[src/chbf_pkg.sv]
`default_nettype none
// ----------------------------------------------------------------------------
// chbf_pkg
// Shared types and constants for the chunked body framer.
// ----------------------------------------------------------------------------
package chbf_pkg;

  localparam int unsigned CntW = 22;
  localparam logic [CntW-1:0] CntMask = {CntW{1'b1}};
  localparam logic [CntW-1:0] WindowMax = CntW'(2097152);

  localparam int unsigned TokDepth = 4;
  localparam int unsigned TokPtrW = $clog2(TokDepth);
  localparam int unsigned ResDepth = 2;
  localparam int unsigned ResPtrW = $clog2(ResDepth);

  localparam logic [1:0] DpNone   = 2'd0;
  localparam logic [1:0] DpZero   = 2'd1;
  localparam logic [1:0] DpPrefix = 2'd2;
  localparam logic [1:0] DpDigits = 2'd3;

  localparam logic [7:0] ChLf   = 8'h0A;
  localparam logic [7:0] ChCr   = 8'h0D;
  localparam logic [7:0] ChTab  = 8'h09;
  localparam logic [7:0] ChSp   = 8'h20;
  localparam logic [7:0] ChSemi = 8'h3B;

  typedef enum logic [1:0] {
    ST_DONE  = 2'd0,
    ST_BAD   = 2'd1,
    ST_SHORT = 2'd2
  } chbf_status_e;

  typedef enum logic [11:0] {
    PH_IDLE     = 12'b0000_0000_0001,
    PH_SZ_LEAD  = 12'b0000_0000_0010,
    PH_SZ_NUM   = 12'b0000_0000_0100,
    PH_SZ_TRAIL = 12'b0000_0000_1000,
    PH_SZ_EXT   = 12'b0000_0001_0000,
    PH_SZ_BAD   = 12'b0000_0010_0000,
    PH_DATA     = 12'b0000_0100_0000,
    PH_DATA_END = 12'b0000_1000_0000,
    PH_DATA_CR  = 12'b0001_0000_0000,
    PH_TR_START = 12'b0010_0000_0000,
    PH_TR_CR    = 12'b0100_0000_0000,
    PH_TR_BODY  = 12'b1000_0000_0000
  } chbf_phase_e;

  typedef struct packed {
    logic       start;
    logic       last;
    logic       is_lf;
    logic       is_cr;
    logic       is_space;
    logic       is_semi;
    logic       is_x;
    logic       is_hex;
    logic [3:0] hex_val;
  } chbf_tok_t;

  typedef struct packed {
    logic [1:0]      status;
    logic [CntW-1:0] length;
  } chbf_res_t;

  function automatic chbf_tok_t chbf_classify(input logic start, input logic [7:0] c,
                                              input logic last);
    chbf_tok_t t;
    t.start    = start;
    t.last     = last;
    t.is_lf    = (c == ChLf);
    t.is_cr    = (c == ChCr);
    t.is_space = (c == ChSp) || (c == ChTab) || (c == ChCr);
    t.is_semi  = (c == ChSemi);
    t.is_x     = (c == 8'h78) || (c == 8'h58);
    t.is_hex   = 1'b1;
    t.hex_val  = 4'd0;
    if (c >= 8'h30 && c <= 8'h39) begin
      t.hex_val = 4'(c - 8'h30);
    end else if (c >= 8'h61 && c <= 8'h66) begin
      t.hex_val = 4'(c - 8'h57);
    end else if (c >= 8'h41 && c <= 8'h46) begin
      t.hex_val = 4'(c - 8'h37);
    end else begin
      t.is_hex = 1'b0;
    end
    return t;
  endfunction

endpackage
`default_nettype wire

[src/http_chunked_body_framer_core.sv]
`default_nettype none
// ----------------------------------------------------------------------------
// http_chunked_body_framer_core
// Finds the end of an HTTP/1.1 chunked body and reports its status and length.
// Result path: the token of the body's last byte waits in the token queue,
//   then the parser puts the result in the result queue behind older ones.
// Throughput: one byte per cycle while not full, one parser step per byte.
// Reset: both queues empty, parser idle, bytes ignored until a start byte.
// ----------------------------------------------------------------------------
module http_chunked_body_framer_core import chbf_pkg::*; (
  input  wire logic             clk_i,
  input  wire logic             rst_ni,
  input  wire logic             push,
  output logic                  full,
  input  wire logic             start_req_i,
  input  wire logic [7:0]       data_byte_i,
  input  wire logic             last_i,
  output logic                  empty,
  input  wire logic             pop,
  output logic [1:0]            status_o,
  output logic [CntW-1:0]       body_length_o
);

  logic      tok_valid;
  logic      tok_pop;
  chbf_tok_t tok;

  chbf_front u_front (
    .clk_i       (clk_i),
    .rst_ni      (rst_ni),
    .push_i      (push),
    .full_o      (full),
    .start_req_i (start_req_i),
    .data_byte_i (data_byte_i),
    .last_i      (last_i),
    .tok_valid_o (tok_valid),
    .tok_o       (tok),
    .tok_pop_i   (tok_pop)
  );

  chbf_back u_back (
    .clk_i         (clk_i),
    .rst_ni        (rst_ni),
    .tok_valid_i   (tok_valid),
    .tok_i         (tok),
    .tok_pop_o     (tok_pop),
    .empty_o       (empty),
    .pop_i         (pop),
    .status_o      (status_o),
    .body_length_o (body_length_o)
  );

  a_tok_pop_valid: assert property (@(posedge clk_i) disable iff (!rst_ni)
    tok_pop |-> tok_valid)
    else $error("token transfer from empty queue");

  a_status_code: assert property (@(posedge clk_i) disable iff (!rst_ni)
    !empty |-> (status_o == ST_DONE || status_o == ST_BAD || status_o == ST_SHORT))
    else $error("undefined status code");

  a_len_on_fail: assert property (@(posedge clk_i) disable iff (!rst_ni)
    (!empty && status_o != ST_DONE) |-> (body_length_o == '0))
    else $error("nonzero length on failed body");

  a_len_on_done: assert property (@(posedge clk_i) disable iff (!rst_ni)
    (!empty && status_o == ST_DONE) |-> (body_length_o != '0))
    else $error("zero length on complete body");

endmodule
`default_nettype wire

[src/chbf_front.sv]
`default_nettype none
// ----------------------------------------------------------------------------
// chbf_front
// Accepts body bytes, classifies each one and queues the tokens.
// ----------------------------------------------------------------------------
module chbf_front import chbf_pkg::*; (
  input  wire logic       clk_i,
  input  wire logic       rst_ni,
  input  wire logic       push_i,
  output logic            full_o,
  input  wire logic       start_req_i,
  input  wire logic [7:0] data_byte_i,
  input  wire logic       last_i,
  output logic            tok_valid_o,
  output chbf_tok_t       tok_o,
  input  wire logic       tok_pop_i
);

  chbf_tok_t          mem_q [TokDepth];
  logic [TokPtrW-1:0] wr_ptr_q, wr_ptr_d;
  logic [TokPtrW-1:0] rd_ptr_q, rd_ptr_d;
  logic [TokPtrW:0]   cnt_q, cnt_d;
  logic               wr_en;
  logic               rd_en;

  assign full_o      = (cnt_q == (TokPtrW+1)'(TokDepth));
  assign tok_valid_o = (cnt_q != '0);
  assign tok_o       = mem_q[rd_ptr_q];
  assign wr_en       = push_i && !full_o;
  assign rd_en       = tok_pop_i && tok_valid_o;

  always_comb begin
    wr_ptr_d = wr_en ? wr_ptr_q + 1'b1 : wr_ptr_q;
    rd_ptr_d = rd_en ? rd_ptr_q + 1'b1 : rd_ptr_q;
    cnt_d    = cnt_q + (TokPtrW+1)'(wr_en) - (TokPtrW+1)'(rd_en);
  end

  always_ff @(posedge clk_i or negedge rst_ni) begin
    if (!rst_ni) begin
      wr_ptr_q <= '0;
      rd_ptr_q <= '0;
      cnt_q    <= '0;
    end else begin
      wr_ptr_q <= wr_ptr_d;
      rd_ptr_q <= rd_ptr_d;
      cnt_q    <= cnt_d;
    end
  end

  always_ff @(posedge clk_i) begin
    if (wr_en) begin
      mem_q[wr_ptr_q] <= chbf_classify(start_req_i, data_byte_i, last_i);
    end
  end

endmodule
`default_nettype wire

[src/chbf_back.sv]
`default_nettype none
// ----------------------------------------------------------------------------
// chbf_back
// Runs the chunk parser on queued tokens and holds results for the consumer.
// ----------------------------------------------------------------------------
module chbf_back import chbf_pkg::*; (
  input  wire logic             clk_i,
  input  wire logic             rst_ni,
  input  wire logic             tok_valid_i,
  input  wire chbf_tok_t        tok_i,
  output logic                  tok_pop_o,
  output logic                  empty_o,
  input  wire logic             pop_i,
  output logic [1:0]            status_o,
  output logic [CntW-1:0]       body_length_o
);

  chbf_phase_e     ph_q, ph_d, ph_e;
  logic [CntW-1:0] rem_q, rem_d, rem_e, rem_dec;
  logic            ovf_q, ovf_d, ovf_e;
  logic [1:0]      dp_q, dp_d, dp_e;
  logic [CntW-1:0] cnt_q, cnt_d, cnt_e, cnt_n;
  logic            fin;
  chbf_status_e    st;
  logic            res_push;
  chbf_res_t       res_new;

  chbf_res_t          res_mem_q [ResDepth];
  logic [ResPtrW-1:0] res_wr_q, res_rd_q;
  logic [ResPtrW:0]   res_cnt_q;
  logic               res_pop;

  assign tok_pop_o = tok_valid_i && (res_cnt_q != (ResPtrW+1)'(ResDepth));
  assign rem_dec   = rem_e - 1'b1;

  always_comb begin
    ph_e  = tok_i.start ? PH_SZ_LEAD : ph_q;
    rem_e = tok_i.start ? '0 : rem_q;
    ovf_e = tok_i.start ? 1'b0 : ovf_q;
    dp_e  = tok_i.start ? DpNone : dp_q;
    cnt_e = tok_i.start ? '0 : cnt_q;
    cnt_n = (cnt_e != CntMask) ? cnt_e + 1'b1 : cnt_e;

    ph_d     = ph_q;
    rem_d    = rem_q;
    ovf_d    = ovf_q;
    dp_d     = dp_q;
    cnt_d    = cnt_q;
    fin      = 1'b0;
    st       = ST_DONE;
    res_push = 1'b0;
    res_new  = '0;

    if (tok_pop_o) begin
      ph_d  = ph_e;
      rem_d = rem_e;
      ovf_d = ovf_e;
      dp_d  = dp_e;
      cnt_d = cnt_e;
      if (ph_e != PH_IDLE) begin
        cnt_d = cnt_n;
        unique case (ph_e) inside
          PH_SZ_LEAD, PH_SZ_NUM, PH_SZ_TRAIL, PH_SZ_EXT, PH_SZ_BAD: begin
            if (tok_i.is_lf) begin
              if (ph_e == PH_SZ_BAD || ovf_e || !(dp_e == DpZero || dp_e == DpDigits)) begin
                fin = 1'b1;
                st  = ST_BAD;
              end else begin
                ph_d = (rem_e == '0) ? PH_TR_START : PH_DATA;
              end
            end else if (ph_e == PH_SZ_BAD || ph_e == PH_SZ_EXT) begin
              ph_d = ph_e;
            end else if (tok_i.is_semi) begin
              ph_d = PH_SZ_EXT;
            end else if (tok_i.is_space) begin
              if (ph_e == PH_SZ_NUM) begin
                ph_d = PH_SZ_TRAIL;
              end
            end else if (ph_e == PH_SZ_TRAIL) begin
              ph_d = PH_SZ_BAD;
            end else begin
              ph_d = PH_SZ_NUM;
              if (dp_e == DpZero && tok_i.is_x) begin
                dp_d = DpPrefix;
              end else if (!tok_i.is_hex) begin
                ph_d = PH_SZ_BAD;
              end else if (dp_e == DpNone && tok_i.hex_val == 4'd0) begin
                dp_d  = DpZero;
                rem_d = '0;
              end else begin
                ovf_d = ovf_e | (|rem_e[CntW-1:CntW-4]);
                rem_d = {rem_e[CntW-5:0], tok_i.hex_val};
                dp_d  = DpDigits;
              end
            end
          end
          PH_DATA: begin
            rem_d = rem_dec;
            if (rem_dec == '0) begin
              ph_d = PH_DATA_END;
            end
          end
          PH_DATA_END: begin
            if (tok_i.is_cr) begin
              ph_d = PH_DATA_CR;
            end else if (tok_i.is_lf) begin
              ph_d  = PH_SZ_LEAD;
              rem_d = '0;
              ovf_d = 1'b0;
              dp_d  = DpNone;
            end else begin
              fin = 1'b1;
              st  = ST_BAD;
            end
          end
          PH_DATA_CR: begin
            if (tok_i.is_lf) begin
              ph_d  = PH_SZ_LEAD;
              rem_d = '0;
              ovf_d = 1'b0;
              dp_d  = DpNone;
            end else begin
              fin = 1'b1;
              st  = ST_BAD;
            end
          end
          PH_TR_START: begin
            if (tok_i.is_lf) begin
              fin = 1'b1;
            end else begin
              ph_d = tok_i.is_cr ? PH_TR_CR : PH_TR_BODY;
            end
          end
          PH_TR_CR: begin
            if (tok_i.is_lf) begin
              fin = 1'b1;
            end else begin
              ph_d = PH_TR_BODY;
            end
          end
          PH_TR_BODY: begin
            if (tok_i.is_lf) begin
              ph_d = PH_TR_START;
            end
          end
          default: begin
            ph_d = ph_e;
          end
        endcase
        if (!fin && (tok_i.last || cnt_n >= WindowMax)) begin
          fin = 1'b1;
          st  = ST_SHORT;
        end
        if (fin) begin
          res_push       = 1'b1;
          res_new.status = st;
          res_new.length = (st == ST_DONE) ? cnt_n : '0;
          ph_d           = PH_IDLE;
          rem_d          = '0;
          ovf_d          = 1'b0;
          dp_d           = DpNone;
          cnt_d          = '0;
        end
      end
    end
  end

  always_ff @(posedge clk_i or negedge rst_ni) begin
    if (!rst_ni) begin
      ph_q  <= PH_IDLE;
      rem_q <= '0;
      ovf_q <= 1'b0;
      dp_q  <= DpNone;
      cnt_q <= '0;
    end else begin
      ph_q  <= ph_d;
      rem_q <= rem_d;
      ovf_q <= ovf_d;
      dp_q  <= dp_d;
      cnt_q <= cnt_d;
    end
  end

  assign empty_o       = (res_cnt_q == '0);
  assign res_pop       = pop_i && !empty_o;
  assign status_o      = res_mem_q[res_rd_q].status;
  assign body_length_o = res_mem_q[res_rd_q].length;

  always_ff @(posedge clk_i or negedge rst_ni) begin
    if (!rst_ni) begin
      res_wr_q  <= '0;
      res_rd_q  <= '0;
      res_cnt_q <= '0;
    end else begin
      if (res_push) begin
        res_wr_q <= res_wr_q + 1'b1;
      end
      if (res_pop) begin
        res_rd_q <= res_rd_q + 1'b1;
      end
      res_cnt_q <= res_cnt_q + (ResPtrW+1)'(res_push) - (ResPtrW+1)'(res_pop);
    end
  end

  always_ff @(posedge clk_i) begin
    if (res_push) begin
      res_mem_q[res_wr_q] <= res_new;
    end
  end

endmodule
`default_nettype wire
[config.mk]
export PLATFORM = sky130hd
export DESIGN_NAME = http_chunked_body_framer_core
export DESIGN_NICKNAME = d
export VERILOG_FILES = /design/src/chbf_pkg.sv /design/src/http_chunked_body_framer_core.sv /design/src/chbf_front.sv /design/src/chbf_back.sv
export SDC_FILE = /design/constraint.sdc
export NUM_CORES = 1
export LEC_CHECK = 0
export BUFFER_PORTS_ARGS = -buffer_cell sky130_fd_sc_hd__clkbuf_2
export CORE_MARGIN = 5
export CORE_UTILIZATION = 50
export CTS_CLUSTER_SIZE = 12
export DETAILED_ROUTE_END_ITERATION = 6
export PLACE_DENSITY_LB_ADDON = 0.05
export SYNTH_ARGS = -nofsm -noshare
export SYNTH_HDL_FRONTEND = slang
export SYNTH_SLANG_ARGS = --single-unit
[constraint.sdc]
create_clock -name clk_i -period 13.8 [get_ports clk_i]
set_input_delay 1.38 -clock clk_i [delete_from_list [all_inputs] [get_ports clk_i]]
set_output_delay 1.38 -clock clk_i [all_outputs]
set_load 0.02 [all_outputs]
==> impl_metrics.yaml <==
hold_path:
  hold_depth: 1
  hp-class: "reg2reg"
  holdPathEnd: "u_front.cnt_q[2]"
  worstHoldStart: "u_front.cnt_q[2]"
worst_setup_path:
  path_class: "reg2reg"
  critPathRequiredTime_ns: 13.83
  cp_common_cell: "nor4_1"
  crit_family: "simple AND/OR/NAND/NOR gates"
  path_cells: "mux4_2 > buf_4 > nor2b_1 > ha_1 > nand3_1 > nor4_1 > a41o_1 > nor4_1 > o21ai_2 > nand2_1 > nor2_2"
  reg2reg_from: "u_front.rd_ptr_q[1]"
  endpoint_kind: "flip-flop"
  cpMaxStageDelayCell: "nor2_2"
  crit_path_start_kind: "flip-flop"
  reg2reg_slack_ns: 8.62
  cpPeakStageDelay_ns: 0.98
  rr_worst_depth: 11
  r2r_end: "u_back.res_mem_q[0][23]"
  cp.buffers_inverters: 1
  cp_max_fo: 43
  arrival_ns: 5.21
logic_synthesis:
  synth.area.mux_share: 0.0651
  ys_ff_latch: 166
  yosys_warnings: 0
  yosysSeqAreaShare: 0.484
  synth-adder-area-share: 0.0230
  synth.avg_cell_area_um2: 10.0
  synth_xor_area_frac: 0.0320
  synth_top_family_by_area: "simple AND/OR/NAND/NOR gates"
  synth-async-reset-ratio: 0.422
  syn-num-nets: 987
  synth_top_area_frac: 0.301
  synthTopCellsByArea: "edfxtp_1 30%, dfrtp_1 18%, nand2_1 4.2%"
  synth_top_area_cell: "edfxtp_1"
  syn_area_mm2: 0.00957
  synth_compound_area_frac: 0.161
  synth_cells: 956
  synth_edf_count: 96
  synth.distinct_cells: 74
  yosys.area_share.simple: 0.199
  ys.flop_type: "edfxtp_1"
grt:
  grt_pass1_vias: 7493
  antenna_found_initial: 0
  gr-total-overflow: 0
  grt_start_max_net_pins: 71
  grt.total_usage: 0.242
  grt_first_pass_wirelength_mm: 42.0
run_status:
  status: "finished, final reports clean"
routing:
  wirelength_mm: 26.3
  detail-route-antenna-nets: 0
  avgRoutedWirePerCell_um: 21.8
  via_per_inst: 6.58
  firstDrtPassIters: 6
  drc: 0
  vias: 7925
  drt_iter0_drc: 851
job:
  maxCapViolCount: 0
place:
  dp.final_hpwl_mm: 18.3
  placed_area_mm2: 0.00989
  portBuffers: 39
  dp.cells: 1172
  pre_cts_ws_ns: 8.63
  finalWeightedCongestion: 0.926
finish:
  final_common_cell: "nand2_1"
  final_area_mm2: 0.0105
  fillers: 1661
  fin_nets: 989
  stdcell_count: 1205
  final_cell_mix: "108 x nand2_1, 96 x edfxtp_1, 69 x dfrtp_1"
  area_growth_pct: 9.51
  antenna_cells: 0
  drive_above_1_share: 0.141
floorplanning:
  io_pins: 40
  core_area_mm2: 0.0188
  initial_core_util: 0.510
  rows: 50
  die_h_um: 148
  die-width_um: 148
  die_area_mm2: 0.0220
timing:
  relSlewSlack: 0.207
  whs_ns: 0.508
  rsz0062_at_grt: "false"
  setup_viol: 0
  finalCritPeriodShare: 0.375
  setup_tns_ns: 0
  hold_viol_final: 0
  max_clock_freq_ghz: 0.193
  drv_slew: 0
  setup_ws_ns: 8.62
  max_slew.worst_pin.slew_ns: 1.19
  min_period_ns: 5.18
  skew_ns: 0.0108
cts:
  clk_latency_ns: 0.43
  cts.repair.resized: 0
  cts_hold_buf: 0
  cts_made_buffers: 17
  max-clock-path-buffers: 2
  postCtsSetupBuffers: 0
  root_buffer: "clkbuf_16"
  clk_pin_slew_ns: 0.07
  cts_tree: "done"
  htree_levels: 4
  cts.sinks: 166
power_and_ir_drop:
  leakage_nw: 4.12
  power_per_cell_area_mw_per_mm2: 220
  ir_drop_uv: 156
==> layer usage <==
metal | vias up | share of wire | GRT usage
met4 | 0 | 0.019 | 0.0642
li1 | 3626 | - | -
met5 | - | 0 | 0
met1 | 3899 | 0.43 | 0.337
met3 | 38 | 0.083 | 0.0585
met2 | 362 | 0.47 | 0.382
==> cell usage after synthesis, types with 4 or more instances <==
cell,instances
and4b_1,4
nand3_1,42
o31ai_1,12
buf_2,6
nor2b_1,9
o22ai_1,6
mux2i_1,6
inv_1,21
a32o_1,4
and4_1,4
o2bb2ai_1,16
nor3_1,34
xnor2_1,23
mux2_2,28
o21a_1,6
a31oi_1,8
dfrtp_1,69
nand2b_1,10
mux4_2,11
and2_1,8
a21oi_1,51
edfxtp_1,96
nand4_1,13
o21ai_0,67
or4_1,13
or2_2,5
nor4_1,19
a22o_1,5
clkbuf_1,54
or3_1,10
a21o_1,6
nand2_1,108
nor2_1,58
o211ai_1,6
a22oi_1,6
a222oi_1,8
a221oi_1,4
and3_1,14
ha_1,16
xor2_1,12
==> cells by family (layout without fill, tap and decap cells) <==
kind of cell	Yosys count	in the layout
xor+xnor	35	35
simple gates	372	372
fa+ha+maj	17	17
buf+inv	87	102
flops	166	166
mux	45	45
compound gates	234	234
==> power breakdown <==
group	switching, mW	leakage, nW	total [mW]	internal, mW
sequential	0.0771	1.91	0.731	0.654
combinational	0.751	1.93	1.10	0.349
clock	0.203	0.284	0.477	0.274
total	1.03	4.12	2.31	1.28
==> flip-flops by register name, summed over array words and instances, names as in the netlist <==
signal,count
u_back.cnt_q,22
u_back.dp_q,2
u_back.ovf_q,1
u_back.ph_q,12
u_back.rem_q,22
u_back.res_cnt_q,2
u_back.res_mem_q,48
u_back.res_rd_q,1
u_back.res_wr_q,1
u_front.cnt_q,3
u_front.mem_q,48
u_front.rd_ptr_q,2
u_front.wr_ptr_q,2
==> layout make-up <==
type / count / area [um^2] / share of cell area
multi-input cells: 703 / 4620 / 0.440
well taps: 234 / 293 / 0.0279
repair buffers: 49 / 273 / 0.0260
clock inverters: 13 / 144 / 0.0137
flip-flops and latches: 166 / 4640 / 0.442
clock buffers: 19 / 443 / 0.0422
inverters: 21 / 78.8 / 0.00752
==> stage by stage <==
step	utilization	power [mW]
4_1_cts	0.558	2.31
5_1_grt	0.559	2.44
3_5_place_dp	0.527	1.83
2_1_floorplan	-	1.48
6_report	0.559	2.31
3_3_place_gp	0.527	1.81
==> worst max-delay path by stage <==
| stage | startpoint | endpoint | slack, ns | cells past startpoint |
|---|---|---|---|---|
| global route | u_front.rd_ptr_q[1] | u_back.res_mem_q[0][23] | 8.11 | 11 |
| global placement | u_front.rd_ptr_q[1] | u_back.res_mem_q[0][10] | 8.90 | 11 |
| CTS | u_front.rd_ptr_q[1] | u_back.res_mem_q[0][23] | 8.61 | 11 |
| detailed placement | u_front.rd_ptr_q[1] | u_back.res_mem_q[0][4] | 8.63 | 11 |
| floorplan | u_front.rd_ptr_q[1] | u_back.ph_q[10] | 9.28 | 15 |
| finish | u_front.rd_ptr_q[1] | u_back.res_mem_q[0][23] | 8.62 | 11 |
==> worst register-to-register path, delay by kind of cell, from the launching register on <==
kind,cells,cell delay (ns)
AO/OA/AOI/OAI,2,0.64
multiplexers,1,0.41
buffers and inverters,1,0.29
flip-flops,1,0.82
adder cells (fa/ha/maj),1,0.35
AND/OR/NAND/NOR,6,2.28
Power figures use the tool's default switching activity.
